==> config.mk <==
export PLATFORM = sky130hd
export DESIGN_NAME = vibration_pattern_sequencer_core_flat
export DESIGN_NICKNAME = d
export VERILOG_FILES = /design/src/rtl/vps_pkg.sv /design/src/rtl/vps_if.sv /design/src/rtl/vps_step.sv /design/src/rtl/vibration_pattern_sequencer_core.sv /design/src/flat_wrapper.sv
export SDC_FILE = /design/constraint.sdc
export NUM_CORES = 1
export LEC_CHECK = 0
export BUFFER_PORTS_ARGS = -buffer_cell sky130_fd_sc_hd__buf_2
export CAP_MARGIN = 20
export CORE_AREA = 3 3 71 73
export CTS_BUF_LIST = sky130_fd_sc_hd__clkbuf_16
export DETAILED_ROUTE_END_ITERATION = 10
export DIE_AREA = 0 0 74 76
export SETUP_SLACK_MARGIN = 0.4
export SLEW_MARGIN = 20
export SYNTH_ARGS = -nofsm -noshare
export SYNTH_HDL_FRONTEND = slang
export SYNTH_SLANG_ARGS = --single-unit
==> constraint.sdc <==
create_clock -name clk -period 5 [get_ports clk]
set_clock_uncertainty 0.2 [all_clocks]
set_input_delay 0 -clock clk [delete_from_list [all_inputs] [get_ports clk]]
set_output_delay 0 -clock clk [all_outputs]
set_load 0.005 [all_outputs]
==> src/rtl/vps_pkg.sv <==
// package: shared types, operation codes and wait tables for the vibration pattern sequencer
package vps_pkg;

  localparam int unsigned OpW   = 2;
  localparam int unsigned SelW  = 2;
  localparam int unsigned StepW = 3;
  localparam int unsigned WaitW = 10;

  typedef enum logic [OpW-1:0] {
    OP_TICK  = 2'd0,
    OP_START = 2'd1,
    OP_STOP  = 2'd2,
    OP_NONE  = 2'd3
  } op_t;

  typedef logic [SelW-1:0]  sel_t;
  typedef logic [StepW-1:0] step_t;
  typedef logic [WaitW-1:0] wait_t;

  typedef struct packed {
    logic  playing;
    logic  looping;
    sel_t  pattern;
    step_t step;
    logic  level;
    wait_t wait_left;
  } play_state_t;

  localparam play_state_t StateReset = '{
    playing: 1'b0, looping: 1'b0, pattern: '0, step: '0, level: 1'b0, wait_left: '0
  };

  localparam sel_t  PatOne  = 2'd1;
  localparam sel_t  PatTwo  = 2'd2;
  localparam step_t LenZero = 3'd4;
  localparam step_t LenOne  = 3'd6;
  localparam step_t LenTwo  = 3'd2;

  function automatic step_t table_len(input sel_t sel);
    step_t len;
    case (sel)
      PatOne:  len = LenOne;
      PatTwo:  len = LenTwo;
      default: len = LenZero;
    endcase
    return len;
  endfunction

  function automatic wait_t table_wait(input sel_t sel, input step_t idx);
    wait_t w;
    w = '0;
    case (sel)
      PatOne: begin
        case (idx)
          3'd0:    w = 10'd400;
          3'd1:    w = 10'd200;
          3'd2:    w = 10'd400;
          3'd3:    w = 10'd200;
          3'd4:    w = 10'd400;
          3'd5:    w = 10'd800;
          default: w = '0;
        endcase
      end
      PatTwo: begin
        case (idx)
          3'd0:    w = 10'd400;
          3'd1:    w = 10'd400;
          3'd2:    w = 10'd400;
          3'd3:    w = 10'd800;
          default: w = '0;
        endcase
      end
      default: begin
        case (idx)
          3'd0:    w = 10'd200;
          3'd1:    w = 10'd200;
          3'd2:    w = 10'd200;
          3'd3:    w = 10'd800;
          default: w = '0;
        endcase
      end
    endcase
    return w;
  endfunction

endpackage

==> src/rtl/vps_if.sv <==
// interfaces: command and status channels with valid/ready handshake
interface vps_cmd_if;
  import vps_pkg::*;
  logic   valid;
  logic   ready;
  logic [OpW-1:0]  operation;
  logic [SelW-1:0] pattern_select;
  logic   repeat_mode;

  modport source (output valid, output operation, output pattern_select,
                  output repeat_mode, input ready);
  modport sink   (input valid, input operation, input pattern_select,
                  input repeat_mode, output ready);
endinterface

interface vps_rsp_if;
  import vps_pkg::*;
  logic   valid;
  logic   ready;
  logic   motor_on;
  logic   pattern_active;
  logic [StepW-1:0] step_number;

  modport source (output valid, output motor_on, output pattern_active,
                  output step_number, input ready);
  modport sink   (input valid, input motor_on, input pattern_active,
                  input step_number, output ready);
endinterface

==> src/rtl/vps_step.sv <==
// next-state logic: applies one tick, start or stop beat to the player state
module vps_step (
  input  vps_pkg::play_state_t cur,
  input  vps_pkg::op_t         op,
  input  vps_pkg::sel_t        sel,
  input  logic                 rep,
  output vps_pkg::play_state_t nxt
);
  import vps_pkg::*;

  wait_t dec_wait;
  step_t inc_step;
  wait_t fire_wait;
  wait_t first_wait;
  logic  at_end;

  assign dec_wait   = (cur.wait_left != '0) ? cur.wait_left - 1'b1 : '0;
  assign inc_step   = cur.step + 1'b1;
  assign fire_wait  = table_wait(cur.pattern, cur.step);
  assign first_wait = table_wait(cur.pattern, '0);
  assign at_end     = (inc_step >= table_len(cur.pattern));

  always_comb begin
    nxt = cur;
    case (op)
      OP_START: begin
        nxt.playing   = 1'b1;
        nxt.looping   = rep;
        nxt.pattern   = sel;
        nxt.step      = '0;
        nxt.level     = 1'b1;
        nxt.wait_left = '0;
      end
      OP_STOP: begin
        nxt.playing = 1'b0;
        nxt.level   = 1'b0;
      end
      OP_TICK: begin
        if (cur.playing) begin
          nxt.wait_left = dec_wait;
          if (dec_wait == '0) begin
            if (!at_end) begin
              nxt.level     = ~cur.level;
              nxt.wait_left = fire_wait;
              nxt.step      = inc_step;
            end else if (cur.looping) begin
              nxt.level     = 1'b1;
              nxt.wait_left = first_wait;
              nxt.step      = '0;
            end else begin
              nxt.playing   = 1'b0;
              nxt.level     = 1'b0;
              nxt.wait_left = fire_wait;
              nxt.step      = inc_step;
            end
          end
        end
      end
      default: nxt = cur;
    endcase
  end

endmodule

==> src/rtl/vibration_pattern_sequencer_core.sv <==
// top level: vibration pattern sequencer with input register, state and result register
// Usage:
//   cmd carries one beat per item: operation (tick, start, stop), pattern_select
//   and repeat_mode. Each accepted beat yields exactly one beat on rsp with
//   motor_on, pattern_active and step_number as they stand after that item.
//   A tick stands for one millisecond of the pattern clock.
// Path: an accepted beat lands in the input register; its result is registered
//   in the result register once that register is free.
// Throughput: one beat per cycle while rsp is not held off; the state update
//   between the input register and the result register is combinational.
// Stall: while rsp is held off, the result register keeps its beat, the input
//   register holds one more and cmd.ready drops; nothing is dropped or repeated.
// Reset: rst is synchronous, active high; it empties both registers and clears
//   the player state (motor off, idle, step 0, pattern 0, wait 0).
module vibration_pattern_sequencer_core (
  input logic   clk,
  input logic   rst,
  vps_cmd_if.sink   cmd,
  vps_rsp_if.source rsp
);
  import vps_pkg::*;

  logic        s1_valid;
  op_t         s1_op;
  sel_t        s1_sel;
  logic        s1_rep;
  play_state_t state;
  play_state_t state_next;
  logic        rsp_valid;
  logic        rsp_motor;
  logic        rsp_active;
  step_t       rsp_step;
  logic        out_free;
  logic        s1_adv;
  logic        cmd_take;

  assign out_free  = !rsp_valid || rsp.ready;
  assign s1_adv    = s1_valid && out_free;
  assign cmd.ready = !s1_valid || out_free;
  assign cmd_take  = cmd.valid && cmd.ready;

  vps_step u_step (
    .cur (state),
    .op  (s1_op),
    .sel (s1_sel),
    .rep (s1_rep),
    .nxt (state_next)
  );

  always_ff @(posedge clk) begin
    if (rst) begin
      s1_valid <= 1'b0;
    end else if (cmd.ready) begin
      s1_valid <= cmd.valid;
    end
  end

  always_ff @(posedge clk) begin
    if (cmd_take) begin
      s1_op  <= op_t'(cmd.operation);
      s1_sel <= cmd.pattern_select;
      s1_rep <= cmd.repeat_mode;
    end
  end

  always_ff @(posedge clk) begin
    if (rst) begin
      state <= StateReset;
    end else if (s1_adv) begin
      state <= state_next;
    end
  end

  always_ff @(posedge clk) begin
    if (rst) begin
      rsp_valid <= 1'b0;
    end else if (out_free) begin
      rsp_valid <= s1_valid;
    end
  end

  always_ff @(posedge clk) begin
    if (s1_adv) begin
      rsp_motor  <= state_next.level;
      rsp_active <= state_next.playing;
      rsp_step   <= state_next.step;
    end
  end

  assign rsp.valid          = rsp_valid;
  assign rsp.motor_on       = rsp_motor;
  assign rsp.pattern_active = rsp_active;
  assign rsp.step_number    = rsp_step;

endmodule

==> src/flat_wrapper.sv <==
// flat-port wrapper written by rule: the top's interface ports become plain ports
module vibration_pattern_sequencer_core_flat import vps_pkg::*;
  (clk, rst, cmd_valid, cmd_operation, cmd_pattern_select, cmd_repeat_mode, cmd_ready, rsp_valid, rsp_motor_on, rsp_pattern_active, rsp_step_number, rsp_ready);
  vps_cmd_if cmd_i ();
  vps_rsp_if rsp_i ();
  input logic clk;
  input logic rst;
  input wire logic [$bits(cmd_i.valid)-1:0] cmd_valid;
  input wire logic [$bits(cmd_i.operation)-1:0] cmd_operation;
  input wire logic [$bits(cmd_i.pattern_select)-1:0] cmd_pattern_select;
  input wire logic [$bits(cmd_i.repeat_mode)-1:0] cmd_repeat_mode;
  output wire logic [$bits(cmd_i.ready)-1:0] cmd_ready;
  output wire logic [$bits(rsp_i.valid)-1:0] rsp_valid;
  output wire logic [$bits(rsp_i.motor_on)-1:0] rsp_motor_on;
  output wire logic [$bits(rsp_i.pattern_active)-1:0] rsp_pattern_active;
  output wire logic [$bits(rsp_i.step_number)-1:0] rsp_step_number;
  input wire logic [$bits(rsp_i.ready)-1:0] rsp_ready;
  assign cmd_i.valid = cmd_valid;
  assign cmd_i.operation = cmd_operation;
  assign cmd_i.pattern_select = cmd_pattern_select;
  assign cmd_i.repeat_mode = cmd_repeat_mode;
  assign cmd_ready = cmd_i.ready;
  assign rsp_valid = rsp_i.valid;
  assign rsp_motor_on = rsp_i.motor_on;
  assign rsp_pattern_active = rsp_i.pattern_active;
  assign rsp_step_number = rsp_i.step_number;
  assign rsp_i.ready = rsp_ready;
  vibration_pattern_sequencer_core u_core (.clk(clk), .rst(rst), .cmd(cmd_i), .rsp(rsp_i));
endmodule
Word-level counts from Yosys, hierarchy flattened:

Index checks and enable logic that the tools add are counted.

* input bits: 9
* word-level logic and storage cells: 64
* output and inout bits: 7
* flip-flop bits (word level): 30

* muxes and demuxes: 19
* order comparisons: 1
* equality and inequality tests: 10
* add/subtract/negate cells: 2
* bitwise logic cells: 1
* reduce and logical (&&, ||, !) cells: 17

Operator list (number)
* case mux 10 bit (2 select lines): 4
* 2-to-1 mux 14 bit: 4
* case mux 10 bit (3 select lines): 1
* case mux 3 bit (2 select lines): 2
* logical NOT 10 bit: 1
* 2-to-1 mux 10 bit: 1
* nonzero test 10 bit: 1
* subtractor 10 x 1 -> 10 bit, second input constant: 1
* 2-to-1 mux 9 bit: 1
* equality test 3 x 2 -> 1 bit, second input constant: 2
* equality test 3 bit, second input constant: 2
* case mux 1 bit (3 select lines): 2
* OR reduction 3 bit: 2
* equality test 2 x 1 -> 1 bit, second input constant: 2
* equality test 2 bit, second input constant: 2
* 2-to-1 mux 1 bit: 4
* OR reduction 2 bit: 2
* adder 3 x 1 -> 3 bit, second input constant: 1
* equality test 3 x 1 -> 1 bit, second input constant: 1
* greater-or-equal comparator 3 bit: 1
* logical NOT 3 bit: 1
* AND reduction 3 bit: 1
* logical AND 1 bit: 2
* logical NOT 1 bit: 2
* other kinds (6): 7

Depth between registers and ports, before layout:

* word-level depth: 9
* depth in mapped cells: 11
* depth with buffers taken out: 10

By module:

A second synthesis with hierarchy kept.

* cells, all modules: 251
* area, all modules: 2157.1 sq um

By module, submodules not included
* vibration_pattern_sequencer_core: area each 1196.1 sq um, seq. area each 700.7 sq um, cells each 98, instances 1
* vps_step: area each 960.9 sq um, seq. area each 0.0 sq um, cells each 153, instances 1

Worst setup path after synthesis:

Ideal clock, no wire load.

* path type: reg2reg
* start: register u_core.state[0] (netlist bit)
* end: register u_core.rsp_motor, in the netlist u_core.rsp.motor_on (data pin)
* path buffers: 0
* data required time: 4.643 ns
* setup slack: 2.223 ns
* arrival time: 2.421 ns
* library setup time: 0.157 ns
* clock period less this slack: 2.777 ns
* stages on the path, launching flop included: 9
* cell sequence: dfxtp_1 inv_1 ha_1 nor3b_1 or4b_2 nand3_1 nand4_4 or3_1 a32oi_1

RTL lines
* start: declaration: line vibration_pattern_sequencer_core.sv:27 `play_state_t state;`
* start signal: assignment: line vibration_pattern_sequencer_core.sv:68 `state <= StateReset;`
* start signal: assignment: line vibration_pattern_sequencer_core.sv:70 `state <= state_next;`
* end signal: assignment: line vibration_pattern_sequencer_core.sv:84 `rsp_motor <= state_next.level;`
* end: declaration: line vibration_pattern_sequencer_core.sv:30 `logic rsp_motor;`

==> results.md <==
- Mean Syn Cell Area: 8.60 um2
- Post-Place Cells: 289
- Unique masters post-synth: 54
- Post-Syn Nets: 255
- Vias in the first global route: 1,659
- Register area: 701 um2
- Pin count of the biggest net entering global routing: 22
- Fin crit period: 3.05 ns
- Htree depth: 2
- Die height: 76 um
- Hold Crit Start: cmd_operation[0]
- WL per Instance: 15.4 um
- Mapped cell area: 2000 um2
- VDD IR-drop max: 249 uV
- Crit path capture type: flop
- # hold bufs at CTS: 11
- Core area: 4410 um2
- CP max stage delay: 0.60 ns
- R2r startpoint: u_core.state[0]$_SDFFE_PP0P_
- Final HPWL DP: 3290 um
- Lkg Pwr: 0.890 nW
- Root Driver: clkbuf_16
- Fin cells: 308
- P per Cell Area: 262 nW/um2
- Most common cell after layout, fill and taps aside: a21oi_1
- Synth Warn #: 0
- F_max: 328 MHz
- Worst Path Required: 4.92 ns
- Slew Limit Fails: 0
- Cell Rows: 24
- Critical path type: reg2reg
- Post-route setup slack: 1.95 ns
- Placer congestion estimate: 0.840
- Worst slack at placement: 2.00 ns
- Worst Path Buf+Inv: 1
- I/O Buffers: 15
- Post-route ant nets: 0
- Reg2Reg Setup Slack: 1.95 ns
- Crit path DAT: 2.97 ns
- Outcome: finished, final reports clean
- Nets: 277
- Grt ovf: 0
- DIE AREA: 5620 um2
- Routed vias: 1,816
- Drt via density: 5.90
- Boundary pin count: 16
- Max-cap violations: 0
- Die Span X: 74 um
- Drt total wl: 4740 um
- Sink Count: 30
- CP startpoint: u_core.state[0]$_SDFFE_PP0P_
- Area grow syn2layout: 16.9%
- CTS clk-pin slew, worst paths: 0.05 ns
- Period utilisation layout: 61.1%
- Clk_lat worst skew: 0.28 ns
- Cell Chain, Critical Path: inv_1 -> ha_1 -> nor3b_1 -> or4b_2 -> nand3_1 -> and3_1 -> nand3_1 -> mux2i_1
- Crit-path leading delay family: simple AND/OR/NAND/NOR gates
- Share of cells above drive strength 1: 13.3%
- CP startpoint kind: flop
- Post-CTS Setup Inserts: 0
- Cell count after synthesis: 233
- Sequential share of the synthesized area: 35.0%
- Global-route wire length before repair: 7820 um
- Top_reg_cell synth: dfxtp_1
- # DRC: 0
- Area of the multi-input gates: 1190 um2
- Initial Util: 45.4%
- Worst-path maximum fanout: 7
- Post-synth ARST share: 0%
- Pre-Repair DR Iteration Count: 4
- # resized after CTS: 0
- Unrepaired setup endpoints after global routing: false
- Post-synth EDFFs: 10
- Relative slew slack: 31.5%
- Antenna violations before repair: 0
- Synth Register Bits: 30
- # diodes: 0
- Setup TNS: 0 ns
- Slew @ Worst Pin: 1.02 ns
- GRT Util Overall: 17.8%
- Post-layout power: 0.614 mW
- Drt initial violations: 99
- Final hold vios: 0
- Final-report setup violation count: 0
- Slowest CP cell: or4b_2
- CTS tree: yes
- Top cell by count, worst path: nand3_1
- Worst Hold Class: in2reg
- Clock Tree Buf Depth: 2
- Most frequent cells in the layout: a21oi_1 (23), dfxtp_1 (20), nand2_1 (18)
- Fill count: 403
- Cts bufs inserted: 5
-- area by class of cell --
class	instances	area share (%)
clock inverters	3	0.694
multi-input cells	177	51.0
repair buffers	26	7.90
well taps	52	2.78
clock buffers	5	5.34
inverters	15	2.40
flip-flops and latches	30	29.9
-- synth_stat cells, drive strengths merged (5+ instances only) --
master	instances	area (um2)
inv	15	56.3
ha	13	163
nor3	6	30.0
edfxtp	10	300
nor2	15	56.3
a21oi	23	115
nor2b	5	31.3
mux2i	5	50.1
clkbuf	7	26.3
nand4	6	52.6
o21ai	11	55.1
dfxtp	20	400
nand2	18	67.6
nand3	9	45.0
nor3b	5	42.5
-- through the flow --
| step | hold WS, ns | instance area (um2) | utilization, % |
|---|---|---|---|
| after floorplan | -0.101 | 2000 | - |
| after global placement | -0.0239 | 2090 | 47.4 |
| after detailed placement | -0.0219 | 2090 | 47.4 |
| after CTS | 0.234 | 2340 | 53.1 |
| after global routing | 0.242 | 2340 | 53.1 |
| final | 0.236 | 2340 | 53.1 |
-- per-layer routing --
metal	global-route usage [%]	wire, um	vias up
met5	0	0	-
met4	5.98	65	0
met3	3.96	253	5
met2	26.5	2150	53
met1	25.2	2280	851
li1	-	-	907
-- final timing paths --
kind	end	cells after the start
hold / removal	u_core.s1_op[0]$_DFFE_PP_	2
setup reg to reg	u_core.rsp.step_number[0]$_DFFE_PP_	8
setup / recovery	u_core.rsp.step_number[0]$_DFFE_PP_	8
hold reg to reg	u_core.state[14]$_SDFFE_PP0P_	2
-- worst reg2reg max path, delay by kind of cell (launching register included) --
family        cells  cell delay (ns)
buf+inv           1             0.11
simple gates      5             1.71
mux               1             0.20
flops             1             0.36
fa+ha+maj         1             0.31
-- registers in the layout, summed over array words and instances (netlist names) --
| register | cells |
|---|---|
| u_core.state | 18 |
| u_core.s1_rep | 1 |
| u_core.s1_op | 2 |
| u_core.s1_sel | 2 |
| u_core.s1_valid | 1 |
| u_core.rsp.valid | 1 |
| u_core.rsp.pattern_active | 1 |
| u_core.rsp.step_number | 3 |
| u_core.rsp.motor_on | 1 |
-- report_power, final --
part	switching [mW]	total [mW]	internal [mW]
clock	0.110	0.291	0.181
combinational	0.0290	0.0535	0.0244
sequential	0.00915	0.270	0.261
total	0.148	0.614	0.466
-- kinds of logic (layout without fill, tap and decap cells) --
family / after synthesis / after routing / synth area share [%]
AOI/OAI and AO/OA: 71 / 71 / 23.9
xor gates and xnor gates: 1 / 1 / 0.437
adders and majority gates: 13 / 13 / 8.12
buffers and inverters: 26 / 49 / 5.43
DFF: 30 / 30 / 35.0
muxes: 5 / 5 / 2.50
and+or+nand+nor: 87 / 87 / 24.7
(Power assumes the default switching activity.)
